$ cat src/design/audio_peak_normalizer_macros.svh
// ----------------------------------------------------------------------------
// audio_peak_normalizer assertion macros
// Shared concurrent assertion shorthands, clocked on i_clk, off in reset.
// ----------------------------------------------------------------------------
`ifndef AUDIO_PEAK_NORMALIZER_MACROS_SVH
`define AUDIO_PEAK_NORMALIZER_MACROS_SVH

// same-cycle implication
`define APN_ASSERT_IMP(lbl, ante, cons, msg) \
    lbl: assert property (@(posedge i_clk) disable iff (!i_rst_n) (ante) |-> (cons)) \
        else $error(msg);

// next-cycle implication
`define APN_ASSERT_NXT(lbl, ante, cons, msg) \
    lbl: assert property (@(posedge i_clk) disable iff (!i_rst_n) (ante) |=> (cons)) \
        else $error(msg);

`endif

$ cat src/design/apn_pkg.sv
// ----------------------------------------------------------------------------
// apn_pkg
// Types and constants shared by the peak normalizer modules.
// ----------------------------------------------------------------------------
`default_nettype none

package apn_pkg;

    localparam int unsigned GAIN_FRAC_BITS_DEF = 16;

    localparam int unsigned SAMPLE_W = 16;
    localparam int unsigned MAG_W    = 17;   // holds 32768
    localparam int unsigned GAIN_W   = 32;
    localparam int unsigned BITS_W   = 5;
    localparam int unsigned PCT_W    = 15;
    localparam int unsigned FULL_W   = 15;
    localparam int unsigned DEN_W    = 29;   // 10000 * 32768 fits
    localparam int unsigned CFG_W    = 15;

    localparam int unsigned PCT_SCALE = 10000;

    localparam logic [BITS_W-1:0] BITS_MIN   = 5'd2;
    localparam logic [BITS_W-1:0] BITS_MAX   = 5'd16;
    localparam logic [BITS_W-1:0] BITS_RESET = 5'd16;
    localparam logic [PCT_W-1:0]  PCT_RESET  = 15'd10000;

    localparam logic [SAMPLE_W-1:0] SAT_POS_MAX = 16'h7FFF;
    localparam logic [SAMPLE_W-1:0] SAT_NEG_MIN = 16'h8000;

    // configuration register index
    localparam logic CFG_IDX_BITS = 1'b0;
    localparam logic CFG_IDX_PCT  = 1'b1;

    // request type
    localparam logic REQ_MEASURE = 1'b0;
    localparam logic REQ_SCALE   = 1'b1;

    typedef struct packed {
        logic                       req_type;
        logic signed [SAMPLE_W-1:0] left_sample;
        logic signed [SAMPLE_W-1:0] right_sample;
    } t_in_item;

    typedef struct packed {
        logic signed [SAMPLE_W-1:0] left_scaled;
        logic signed [SAMPLE_W-1:0] right_scaled;
    } t_out_item;

    typedef struct packed {
        logic load_in;     // capture accepted beat
        logic meas;        // fold magnitudes into peak
        logic new_clip;    // with meas: start from zero peak
        logic gain_unity;  // gain = 1.0
        logic gain_prep;   // load dividend / divisor
        logic div_step;    // one quotient bit
        logic gain_latch;  // quotient -> gain, saturated
        logic mul_left;
        logic mul_right;   // also loads output register
    } t_cmd;

    typedef struct packed {
        logic peak_zero;
        logic div_last;
        logic out_free;
    } t_sts;

endpackage

`default_nettype wire

$ cat src/design/apn_ctrl.sv
// ----------------------------------------------------------------------------
// apn_ctrl
// Sequencer: handshake, clip phase, gain computation and multiply steps.
// ----------------------------------------------------------------------------
`default_nettype none

module apn_ctrl (
    input  wire logic          i_clk,
    input  wire logic          i_rst_n,
    input  wire logic          i_in_valid,
    input  wire logic          i_req_type,
    output logic               o_in_ready,
    input  wire apn_pkg::t_sts i_sts,
    output apn_pkg::t_cmd      o_cmd
);
    import apn_pkg::*;

    typedef enum logic [6:0] {
        S_IDLE  = 7'b0000001,
        S_MEAS  = 7'b0000010,
        S_GPREP = 7'b0000100,
        S_DIV   = 7'b0001000,
        S_GSAT  = 7'b0010000,
        S_MUL_L = 7'b0100000,
        S_MUL_R = 7'b1000000
    } t_state;

    t_state r_state, n_state;
    logic   r_phase, n_phase;   // 1 = scaling, gain valid for this clip

    always_ff @(posedge i_clk) begin
        if (!i_rst_n) begin
            r_state <= S_IDLE;
            r_phase <= 1'b0;
        end else begin
            r_state <= n_state;
            r_phase <= n_phase;
        end
    end

    always_comb begin
        n_state    = r_state;
        n_phase    = r_phase;
        o_cmd      = '0;
        o_in_ready = 1'b0;
        unique case (r_state)
            S_IDLE: begin
                o_in_ready = 1'b1;
                if (i_in_valid) begin
                    o_cmd.load_in = 1'b1;
                    if (i_req_type == REQ_MEASURE) begin
                        n_state = S_MEAS;
                    end else if (r_phase) begin
                        n_state = S_MUL_L;
                    end else begin
                        n_state = S_GPREP;
                    end
                end
            end
            S_MEAS: begin
                o_cmd.meas     = 1'b1;
                o_cmd.new_clip = r_phase;
                n_phase        = 1'b0;
                n_state        = S_IDLE;
            end
            S_GPREP: begin
                if (i_sts.peak_zero) begin
                    o_cmd.gain_unity = 1'b1;
                    n_phase          = 1'b1;
                    n_state          = S_MUL_L;
                end else begin
                    o_cmd.gain_prep = 1'b1;
                    n_state         = S_DIV;
                end
            end
            S_DIV: begin
                o_cmd.div_step = 1'b1;
                if (i_sts.div_last) begin
                    n_state = S_GSAT;
                end
            end
            S_GSAT: begin
                o_cmd.gain_latch = 1'b1;
                n_phase          = 1'b1;
                n_state          = S_MUL_L;
            end
            S_MUL_L: begin
                o_cmd.mul_left = 1'b1;
                n_state        = S_MUL_R;
            end
            S_MUL_R: begin
                if (i_sts.out_free) begin
                    o_cmd.mul_right = 1'b1;
                    n_state         = S_IDLE;
                end
            end
            default: begin
                n_state = S_IDLE;
            end
        endcase
    end

endmodule

`default_nettype wire

$ cat src/design/apn_dp.sv
// ----------------------------------------------------------------------------
// apn_dp
// Datapath: config registers, peak tracker, restoring gain divider,
// shared sample multiplier with saturation, output register.
// ----------------------------------------------------------------------------
`default_nettype none

module apn_dp #(
    parameter int unsigned GAIN_FRAC_BITS = apn_pkg::GAIN_FRAC_BITS_DEF
) (
    input  wire logic                       i_clk,
    input  wire logic                       i_rst_n,
    input  wire logic                       i_cfg_we,
    input  wire logic                       i_cfg_idx,
    input  wire logic [apn_pkg::CFG_W-1:0]  i_cfg_data,
    input  wire apn_pkg::t_in_item          i_in,
    input  wire apn_pkg::t_cmd              i_cmd,
    output apn_pkg::t_sts                   o_sts,
    output logic                            o_out_valid,
    input  wire logic                       i_out_ready,
    output apn_pkg::t_out_item              o_out
);
    import apn_pkg::*;

    localparam int unsigned FP_W   = FULL_W + PCT_W;
    localparam int unsigned NUM_W  = FP_W + GAIN_FRAC_BITS;
    localparam int unsigned CNT_W  = $clog2(NUM_W);
    localparam int unsigned PROD_W = MAG_W + GAIN_W;

    // config
    logic [BITS_W-1:0] r_bits;
    logic [PCT_W-1:0]  r_pct;

    always_ff @(posedge i_clk) begin
        if (!i_rst_n) begin
            r_bits <= BITS_RESET;
            r_pct  <= PCT_RESET;
        end else if (i_cfg_we) begin
            if (i_cfg_idx == CFG_IDX_BITS) begin
                r_bits <= i_cfg_data[BITS_W-1:0];
            end else begin
                r_pct <= i_cfg_data[PCT_W-1:0];
            end
        end
    end

    // captured beat
    t_in_item r_in;

    always_ff @(posedge i_clk) begin
        if (i_cmd.load_in) begin
            r_in <= i_in;
        end
    end

    function automatic logic [MAG_W-1:0] mag16(logic [SAMPLE_W-1:0] s);
        if (s[SAMPLE_W-1]) begin
            return (MAG_W'(1) << SAMPLE_W) - {1'b0, s};
        end
        return {1'b0, s};
    endfunction

    logic [MAG_W-1:0] mag_l, mag_r;
    assign mag_l = mag16(r_in.left_sample);
    assign mag_r = mag16(r_in.right_sample);

    // peak tracker
    logic [MAG_W-1:0] r_peak;
    logic [MAG_W-1:0] peak_base, peak_lr, peak_nx;

    always_comb begin
        peak_base = i_cmd.new_clip ? '0 : r_peak;
        peak_lr   = (mag_l > mag_r) ? mag_l : mag_r;
        peak_nx   = (peak_lr > peak_base) ? peak_lr : peak_base;
    end

    always_ff @(posedge i_clk) begin
        if (!i_rst_n) begin
            r_peak <= '0;
        end else if (i_cmd.meas) begin
            r_peak <= peak_nx;
        end
    end

    // gain dividend: full scale * percent, shifted up by fraction bits
    logic [BITS_W-1:0] bits_c;
    logic [FULL_W-1:0] full;
    logic [FP_W-1:0]   full_pct;

    always_comb begin
        if (r_bits < BITS_MIN) begin
            bits_c = BITS_MIN;
        end else if (r_bits > BITS_MAX) begin
            bits_c = BITS_MAX;
        end else begin
            bits_c = r_bits;
        end
        full     = FULL_W'((MAG_W'(1) << (bits_c - BITS_W'(1))) - MAG_W'(1));
        full_pct = FP_W'(full) * FP_W'(r_pct);
    end

    // restoring divider, one quotient bit per cycle, MSB first
    logic [NUM_W-1:0]  r_num;
    logic [DEN_W-1:0]  r_den;
    logic [DEN_W-1:0]  r_rem;
    logic [GAIN_W-1:0] r_q;
    logic              r_ovf;     // quotient bit lost above 32 bits
    logic [CNT_W-1:0]  r_cnt;
    logic [DEN_W:0]    rem_sh, rem_sub;
    logic              q_bit;

    always_comb begin
        rem_sh  = {r_rem, r_num[NUM_W-1]};
        rem_sub = rem_sh - {1'b0, r_den};
        q_bit   = (rem_sh >= {1'b0, r_den});
    end

    always_ff @(posedge i_clk) begin
        if (i_cmd.gain_prep) begin
            r_num <= {full_pct, {GAIN_FRAC_BITS{1'b0}}};
            r_den <= DEN_W'(DEN_W'(r_peak) * DEN_W'(PCT_SCALE));
            r_rem <= '0;
            r_q   <= '0;
            r_ovf <= 1'b0;
            r_cnt <= '0;
        end else if (i_cmd.div_step) begin
            r_num <= r_num << 1;
            r_rem <= q_bit ? rem_sub[DEN_W-1:0] : rem_sh[DEN_W-1:0];
            r_q   <= {r_q[GAIN_W-2:0], q_bit};
            r_ovf <= r_ovf | r_q[GAIN_W-1];
            r_cnt <= r_cnt + CNT_W'(1);
        end
    end

    logic [GAIN_W-1:0] r_gain;

    always_ff @(posedge i_clk) begin
        if (!i_rst_n) begin
            r_gain <= '0;
        end else if (i_cmd.gain_unity) begin
            r_gain <= GAIN_W'(1) << GAIN_FRAC_BITS;
        end else if (i_cmd.gain_latch) begin
            r_gain <= r_ovf ? '1 : r_q;
        end
    end

    // shared multiplier: left then right
    function automatic logic [SAMPLE_W-1:0] sat_out(logic [PROD_W-1:0] pv, logic neg);
        if (neg) begin
            if (pv > PROD_W'(SAT_NEG_MIN)) begin
                return SAT_NEG_MIN;
            end
            return SAMPLE_W'((MAG_W'(1) << SAMPLE_W) - pv[MAG_W-1:0]);
        end
        if (pv > PROD_W'(SAT_POS_MAX)) begin
            return SAT_POS_MAX;
        end
        return pv[SAMPLE_W-1:0];
    endfunction

    logic [MAG_W-1:0]    mul_a;
    logic                mul_neg;
    logic [PROD_W-1:0]   prod;
    logic [SAMPLE_W-1:0] scaled;

    always_comb begin
        mul_a   = i_cmd.mul_right ? mag_r : mag_l;
        mul_neg = i_cmd.mul_right ? r_in.right_sample[SAMPLE_W-1]
                                  : r_in.left_sample[SAMPLE_W-1];
        prod    = PROD_W'(mul_a) * PROD_W'(r_gain);
        scaled  = sat_out(prod >> GAIN_FRAC_BITS, mul_neg);
    end

    logic [SAMPLE_W-1:0] r_left_res;

    always_ff @(posedge i_clk) begin
        if (i_cmd.mul_left) begin
            r_left_res <= scaled;
        end
    end

    // output register
    logic      r_out_valid;
    t_out_item r_out;

    always_ff @(posedge i_clk) begin
        if (!i_rst_n) begin
            r_out_valid <= 1'b0;
        end else if (i_cmd.mul_right) begin
            r_out_valid <= 1'b1;
        end else if (i_out_ready) begin
            r_out_valid <= 1'b0;
        end
    end

    always_ff @(posedge i_clk) begin
        if (i_cmd.mul_right) begin
            r_out.left_scaled  <= r_left_res;
            r_out.right_scaled <= scaled;
        end
    end

    assign o_out_valid     = r_out_valid;
    assign o_out           = r_out;
    assign o_sts.peak_zero = (r_peak == '0);
    assign o_sts.div_last  = (r_cnt == CNT_W'(NUM_W - 1));
    assign o_sts.out_free  = !r_out_valid || i_out_ready;

endmodule

`default_nettype wire

$ cat src/design/audio_peak_normalizer.sv
// ----------------------------------------------------------------------------
// audio_peak_normalizer
// Two-pass stereo peak normalizer: measure pass tracks the peak magnitude,
// scale pass multiplies each frame by a per-clip gain.
// ----------------------------------------------------------------------------
//  channel  dir  handshake                   payload
//  in       in   i_in_valid / o_in_ready     t_in_item  (req_type, left, right)
//  out      out  o_out_valid / i_out_ready   t_out_item (left, right scaled)
//  cfg      in   i_cfg_we                    i_cfg_idx, i_cfg_data
//
//  Measure frame: accept, then peak update; no result beat.
//  Scale frame: accept, left multiply, right multiply into the
//  output register. The first scale frame of a clip adds the gain
//  computation: divider prepare, the bit-serial restoring divider steps, then
//  the saturating gain latch; only a unity-gain load if the peak is zero.
//  Reset is synchronous and needs no clearing pass.
//  A pending result beat stalls only the right-multiply step of the next
//  scale frame; measure frames and gain computation proceed underneath it.
// ----------------------------------------------------------------------------
`default_nettype none

`include "audio_peak_normalizer_macros.svh"

module audio_peak_normalizer #(
    parameter int unsigned GAIN_FRAC_BITS = apn_pkg::GAIN_FRAC_BITS_DEF
) (
    input  wire logic                       i_clk,
    input  wire logic                       i_rst_n,
    // config write port
    input  wire logic                       i_cfg_we,
    input  wire logic                       i_cfg_idx,
    input  wire logic [apn_pkg::CFG_W-1:0]  i_cfg_data,
    // input frames
    input  wire logic                       i_in_valid,
    output logic                            o_in_ready,
    input  wire apn_pkg::t_in_item          i_in,
    // result frames
    output logic                            o_out_valid,
    input  wire logic                       i_out_ready,
    output apn_pkg::t_out_item              o_out
);
    import apn_pkg::*;

    t_cmd w_cmd;   // controller -> datapath
    t_sts w_sts;   // datapath -> controller

    // sequencer: owns the clip phase and steps the datapath
    apn_ctrl u_ctrl (
        .i_clk      (i_clk),
        .i_rst_n    (i_rst_n),
        .i_in_valid (i_in_valid),
        .i_req_type (i_in.req_type),
        .o_in_ready (o_in_ready),
        .i_sts      (w_sts),
        .o_cmd      (w_cmd)
    );

    // datapath: peak, divider, multiplier, output register
    apn_dp #(
        .GAIN_FRAC_BITS (GAIN_FRAC_BITS)
    ) u_dp (
        .i_clk       (i_clk),
        .i_rst_n     (i_rst_n),
        .i_cfg_we    (i_cfg_we),
        .i_cfg_idx   (i_cfg_idx),
        .i_cfg_data  (i_cfg_data),
        .i_in        (i_in),
        .i_cmd       (w_cmd),
        .o_sts       (w_sts),
        .o_out_valid (o_out_valid),
        .i_out_ready (i_out_ready),
        .o_out       (o_out)
    );

    // one frame in flight: ready drops right after an accepted beat
    `APN_ASSERT_NXT(a_one_in_flight, i_in_valid && o_in_ready, !o_in_ready,
        "input accepted while a frame was still in flight")

    // a result beat only appears from the right-multiply step
    `APN_ASSERT_IMP(a_out_source, $rose(o_out_valid), $past(w_cmd.mul_right),
        "result beat raised without a multiply step")

    // never overwrite a result that has not been taken
    `APN_ASSERT_IMP(a_no_overwrite, w_cmd.mul_right, w_sts.out_free,
        "output register loaded while holding an untaken beat")

endmodule

`default_nettype wire
$ cat config.mk
export PLATFORM = sky130hd
export DESIGN_NAME = audio_peak_normalizer
export DESIGN_NICKNAME = d
export VERILOG_FILES = /design/src/design/apn_pkg.sv /design/src/design/apn_ctrl.sv /design/src/design/apn_dp.sv /design/src/design/audio_peak_normalizer.sv
export VERILOG_INCLUDE_DIRS = /design/src /design/src/design
export SDC_FILE = /design/constraint.sdc
export NUM_CORES = 2
export LEC_CHECK = 0
export ABC_AREA = 1
export ABC_CLOCK_PERIOD_IN_PS = 9500
export BUFFER_PORTS_ARGS = -buffer_cell sky130_fd_sc_hd__buf_2
export CORE_UTILIZATION = 60
export CTS_CLUSTER_DIAMETER = 60
export DETAILED_ROUTE_END_ITERATION = 8
export PLACE_DENSITY = 0.84
export SYNTH_ARGS = -nofsm -noshare
export SYNTH_HDL_FRONTEND = slang
export SYNTH_SLANG_ARGS = --single-unit
$ cat constraint.sdc
create_clock -name i_clk -period 9.5 [get_ports i_clk]
set_input_delay 0.95 -clock i_clk [delete_from_list [all_inputs] [get_ports i_clk]]
set_output_delay 0.95 -clock i_clk [all_outputs]
set_load 0.05 [all_outputs]
Word-level counts from Yosys, hierarchy flattened
Index checks and enable logic that the tools add are counted.
W data, S select, Z words.

storage, ports and cells
  register bits after elaboration = 281
  output and inout bits = 34

cells by class
  bitwise operators = 3
  multipliers = 3
  multiplexer cells = 53
  shift operators = 1
  eq/ne operators = 12
  magnitude comparators = 7
  reductions and logical operators = 12
  $add $sub $neg = 7

operator list
  kind                      count
  $mux W17                  10
  $mux W16                  6
  $mux W46                  2
  $mul A17 B32 Y49          1
  $pmux W7 S6               1
  $gt A17 B17 Y1            2
  $sub A17 B16 Y17 const A  2
  $gt A33 B15 Y1 const B    1
  $gt A33 B16 Y1 const B    1
  $mux W32                  1
  $ge A30 B29 Y1            1
  $mul A15 B15 Y30          1
  $mux W29                  1
  $sub A29 B29 Y29          1
  $mul A17 B10 Y25 const B  1
  $mux W1                   21
  $mux W7                   3
  $mux W6                   3
  $logic_not A17 Y1         1
  $sub A1 B16 Y16 const A   1
  $shl A1 B5 Y15 const A    1
  $sub A15 B2 Y15 const B   1
  $mux W5                   2
  $eq A7 B1 Y1 const B      1
  other kinds (24)          32

Longest topological paths before layout
  depth after elaboration = 14
  depth in mapped cells = 50

Modules after synthesis
From an unflattened synthesis, not the netlist that was laid out.

second synthesis, totals
  cell total of the unflattened synthesis = 5392
  area, all modules = 42189.2 sq um

modules (own cells, without submodules)
  module    instances  cells each  area an instance (sq um)  seq. area each (sq um)
  apn_dp    1          5311        41670.0                   6816.5
  apn_ctrl  1          81          519.2                     160.2

Worst setup path after synthesis
Ideal clock, no wire load.

  path kind = input to register
  start = in i_out_ready
  end = reg u_dp.r_out, in the netlist u_dp.o_out[10] (data pin)
  setup slack = 1.289 ns
  data required time = 9.243 ns
  stages on the path = 42
  arrival = 7.955 ns
  path buffers = 3
  setup time = 0.257 ns
  path through = nor2_1 > inv_1 > nand2_1 > inv_1 > buf_2 > nand2_1 > nand2_1 > inv_2 > buf_1 > nand2_1 > fa_1 > inv_1 > fa_1 > inv_1 > fa_1 > inv_1 > fa_1 > fa_1 > (+6 left out) > inv_1 > o21bai_1 > inv_1 > nand2_2 > xor2_1 > inv_1 > ha_1 > nand3_1 > nor2_1 > nand2_1 > nor2_1 > nand4_1 > nor2_1 > nand2_1 > nand2_2 > buf_6 > nand3b_1 > nand2_1

RTL lines
  what         RTL line                     source
  from (decl)  audio_peak_normalizer.sv:39  input wire logic i_out_ready,
  to (decl)    apn_dp.sv:184                t_out_item r_out;

Final worst setup path
  start = reg u_dp.r_in[16] in the netlist's numbering
  end = reg u_dp.r_out, in the netlist u_dp.o_out[1] (data pin)

on the way
  cells in the longest elaborated chain, start to end = 13
  elaborated cells on any way between the ends = 17

RTL lines
  what                    RTL line       source
  from (decl)             apn_dp.sv:48   t_in_item r_in;
  from (signal assigned)  apn_dp.sv:52   r_in <= i_in;
  $sub A17 B16 Y17        apn_dp.sv:58   return (MAG_W'(1) << SAMPLE_W) - {1'b0, s};
  $mux W17                apn_dp.sv:57   if (s[SAMPLE_W-1]) begin
  $mux W17 *              apn_dp.sv:60   return {1'b0, s};
  $mux W17 *              apn_dp.sv:167  mul_a = i_cmd.mul_right ? mag_r : mag_l;
  $mul A17 B32 Y49 *      apn_dp.sv:170  prod = PROD_W'(mul_a) * PROD_W'(r_gain);
  $gt A33 B16 Y1          apn_dp.sv:150  if (pv > PROD_W'(SAT_NEG_MIN)) begin
  $mux W1                 apn_dp.sv:150
  $mux W1                 apn_dp.sv:149  if (neg) begin
  $mux W16                apn_dp.sv:153  return SAMPLE_W'((MAG_W'(1) << SAMPLE_W) - pv[MAG_W-1:0]);
  $mux W16                apn_dp.sv:149
  $mux W16                apn_dp.sv:155  if (pv > PROD_W'(SAT_POS_MAX)) begin
  $mux W16                apn_dp.sv:158  return pv[SAMPLE_W-1:0];
  $mux W16 *              apn_dp.sv:155
  via u_dp.scaled[1]      apn_dp.sv:164  logic [SAMPLE_W-1:0] scaled;

Mark *: on every way through the listed nets, which the timed path passes. The rest lies on a longest branch. The select of a mux whose other input is x is not followed.
A chain may end at the register's enable or synchronous reset.

==> summary.md <==
| Metric | Value |
|---|---|
| Status | finished, final reports clean |
| Drt pass-1 iters | 6 |
| Area share of the largest cell type after synthesis | 31.16% |
| Final worst-path cycle share | 94.34% |
| Global Route met3 Usage | 7.132% |
| Post-route design area | 44710 um^2 |
| Fillers | 5719 |
| Share of cells above drive strength 1 | 5.504% |
| Nets | 6488 |
| Drt first-iter violations | 3392 |
| Rel. slew slack | 24.15% |
| Gpl congestion | 0.9898 |
| Sequential fraction of the synthesis area | 16.63% |
| WP data required | 9.80 ns |
| Critical path class | reg2reg |
| CTS Buf Count | 35 |
| Clk pin slew, worst setup/hold paths | 0.06 ns |
| DR vias | 35200 |
| Area occupied by multi-input gates | 29850 um^2 |
| Clk root buf | clkbuf_16 |
| # clock sinks | 281 |
| Met1 Track Usage GR | 44.14% |
| Io pins | 88 |
| Leak pwr | 0.02335 uW |
| Largest fanout on the critical path | 16 |
| Min cycle time layout | 8.962 ns |
| Starting density of the core | 60.95% |
| Post-synth EDFFs | 135 |
| Dpl hpwl | 93130 um |
| Power Density | 184.5 nW/um^2 |
| YS warnings | 0 |
| Power, Total | 8250 uW |
| Peak Freq | 111.6 MHz |
| DR vias/cell | 5.513 |
| Gr busiest metal | met2 |
| Grt met2 use | 53.11% |
| Crit start category | flip-flop |
| Asr flop ratio synth | 0% |
| Number of global-route vias before repair | 35450 |
| Most frequent CP cell | nand2_1 |
| Peak VDD IR | 0.5954 mV |
| Final setup vio count | 0 |
| First-pass GRT wire length | 185100 um |
| Final ANT Viol Nets | 0 |
| Crit path DAT | 9.27 ns |
| CTS tree | done |
| Area contributors post-synth | fa_1 (31%), nand2_1 (12%), inv_1 (11%), ha_1 (11%), edfxtp_1 (9.7%) |
| Initial antenna violation count | 5 |
| Layout Skew | 0.03578 ns |
| Crit path capture type | flip-flop |
| Maxcap violations | 0 |
| Worst reg2reg path depth | 40 |
| Fin Setup TNS | 0 ns |
| Post-Syn Area | 41950 um^2 |
| Chip height | 266.4 um |
| Worst Hold Depth | 0 |
| Biggest area consumer among synthesized cells | fa_1 |
| Worst-skew pair later-pin latency | 0.57 ns |
| CORE AREA | 68830 um^2 |
| Final Hold Vio Count | 0 |
| RSZ-0062 raised after global routing | false |
| Ys flop type | dfxtp_1 |
| Critical path's slowest cell | fa_1 |
| Netlist cell types | 53 |
| Min Hold Slack | 0.4179 ns |
| Htree depth | 2 |
| Post-DP Area | 43440 um^2 |
| Sequential Area | 6977 um^2 |
| Mean post-synth cell area | 7.813 um^2 |
| Flops & latches, synth | 281 |
| Overall Global Routing Usage | 33.32% |
| CP max stage delay | 0.58 ns |
| Synthesis-to-layout area growth | 6.577% |
| DRC viols | 0 |
| Longest Clk Path Bufs | 3 |
| Worst-Margin Slew | 1.136 ns |
| Type of the worst min-delay path | reg2reg |
| Buffers added on ports | 87 |
| Largest net degree at the start of global routing | 55 |
| Drt wl/cell | 17.80 um |
| GR Overflow Total | 0 |
| Full die area | 70970 um^2 |
| Die W | 266.4 um |
| Cells after Synth | 5369 |
| Num rows | 96 |
| Final wirelength | 113600 um |
| Max-slew violations | 0 |
| Post-CTS Hold Fix Bufs | 0 |
## cell usage after synthesis (7+ instances only)
| cell | number |
|---|---|
| nand2_1 | 1333 |
| inv_1 | 1209 |
| fa_1 | 653 |
| nor2_1 | 432 |
| ha_1 | 357 |
| a21oi_1 | 213 |
| o21ai_0 | 183 |
| dfxtp_1 | 146 |
| edfxtp_1 | 135 |
| clkbuf_1 | 116 |
| nand3_1 | 115 |
| xor2_1 | 66 |
| a22oi_1 | 39 |
| nand4_1 | 39 |
| xnor2_1 | 38 |
| nor3_1 | 31 |
| buf_2 | 27 |
| o211ai_1 | 23 |
| nand2_2 | 22 |
| nor2_2 | 20 |
| or2_2 | 20 |
| nand3b_1 | 17 |
| inv_2 | 16 |
| nor4_1 | 14 |
| buf_1 | 12 |
| clkinv_1 | 12 |
| o21bai_1 | 12 |
| a31oi_1 | 8 |
| a21o_1 | 7 |
## state kept, by name, summed over array words and instances, names as in the netlist, 6 cells and up
name and cells:
u_dp.r_gain 32, u_dp.r_pct 15, u_dp.o_out 32, u_dp.r_num 30, u_dp.r_rem 29, u_dp.r_peak 17
u_ctrl.r_state 7, u_dp.r_cnt 6, u_dp.r_q 32, u_dp.r_in 32, u_dp.r_left_res 16, u_dp.r_den 25
## worst max-delay path: cells and delay by family, from the launching register on
kind,cells,cell delay [ns]
buffers and inverters,6,0.97
adders and majority gates,8,3.87
DFF,1,0.38
xor gates and xnor gates,1,0.30
and+or+nand+nor,25,3.18
## final timing paths
| path | startpoint | to | slack [ns] |
|---|---|---|---|
| max reg2reg | u_dp.r_in[16] | u_dp.o_out[1] | 0.54 |
| min reg2reg | u_dp.r_left_res[9] | u_dp.o_out[25] | 0.42 |
| min | u_dp.r_left_res[9] | u_dp.o_out[25] | 0.42 |
| max | u_dp.r_in[16] | u_dp.o_out[1] | 0.54 |
## cell type report
class	count	share of cell area, %
multi-input combinational	3724	66.76
sequential	281	15.61
clock buffer	44	2.079
timing repair inverter	1	0.01119
inverter	1237	10.43
tap	931	2.606
clock inverter	20	0.5401
timing repair buffer	144	1.948
antenna	3	0.01679
## metal layers
layer  routed length (um)  part of all wire (%)
met1                44680                    39
met2                51410                    45
met3                12290                    11
met4                 5235                   4.6
met5                   32                 0.028
## where the power goes
| group | switching (uW) | leakage, uW | internal, uW |
|---|---|---|---|
| clock | 564 | 0.000569 | 790 |
| sequential | 76.1 | 0.00242 | 1340 |
| combinational | 3380 | 0.0204 | 2100 |
| total | 4020 | 0.0233 | 4230 |
## cell families after synthesis
group / Yosys count / synth area share (%)
XOR/XNOR: 104 / 2.171
adder cells (fa/ha/maj): 1010 / 41.81
buffers and inverters: 1398 / 12.66
other: 2 / 0.01790
flip-flops: 281 / 16.63
AND/OR/NAND/NOR: 2056 / 19.82
AO/OA/AOI/OAI: 518 / 6.881
## timing repair
action / in CTS / in global routing
gates resized for setup: 0 / 17
setup buffers: 0 / 2
setup endpoints to repair: 0 / 32
hold endpoints to repair: 0 / 0
## per-stage QoR
stage	util (%)	setup slack, ns	cells
6_report	64.96	0.5376	6385
5_1_grt	64.95	0.02556	6382
4_1_cts	64.82	0.4029	6379
3_5_place_dp	63.12	0.4784	6315
3_3_place_gp	63.12	0.5109	6315
2_1_floorplan	-	1.289	5403
## cells in the final DEF (no fill, tap or decap), types with 28 or more instances in the layout
| cell | Yosys | layout |
|---|---|---|
| inv_1 | 1209 | 1205 |
| a22oi_1 | 39 | 39 |
| a21oi_1 | 213 | 213 |
| buf_2 | 27 | 87 |
| buf_4 | 4 | 56 |
| nand2_1 | 1333 | 1333 |
| nand3_1 | 115 | 115 |
| nor3_1 | 31 | 28 |
| clkbuf_16 | 0 | 35 |
| ha_1 | 357 | 357 |
| edfxtp_1 | 135 | 135 |
| fa_1 | 653 | 653 |
| nand4_1 | 39 | 39 |
| o21ai_0 | 183 | 183 |
| nor2_1 | 432 | 430 |
| xor2_1 | 66 | 65 |
| conb_1 | 2 | 36 |
| xnor2_1 | 38 | 38 |
| dfxtp_1 | 146 | 146 |
Note: power is estimated with default switching activity, not from simulation.
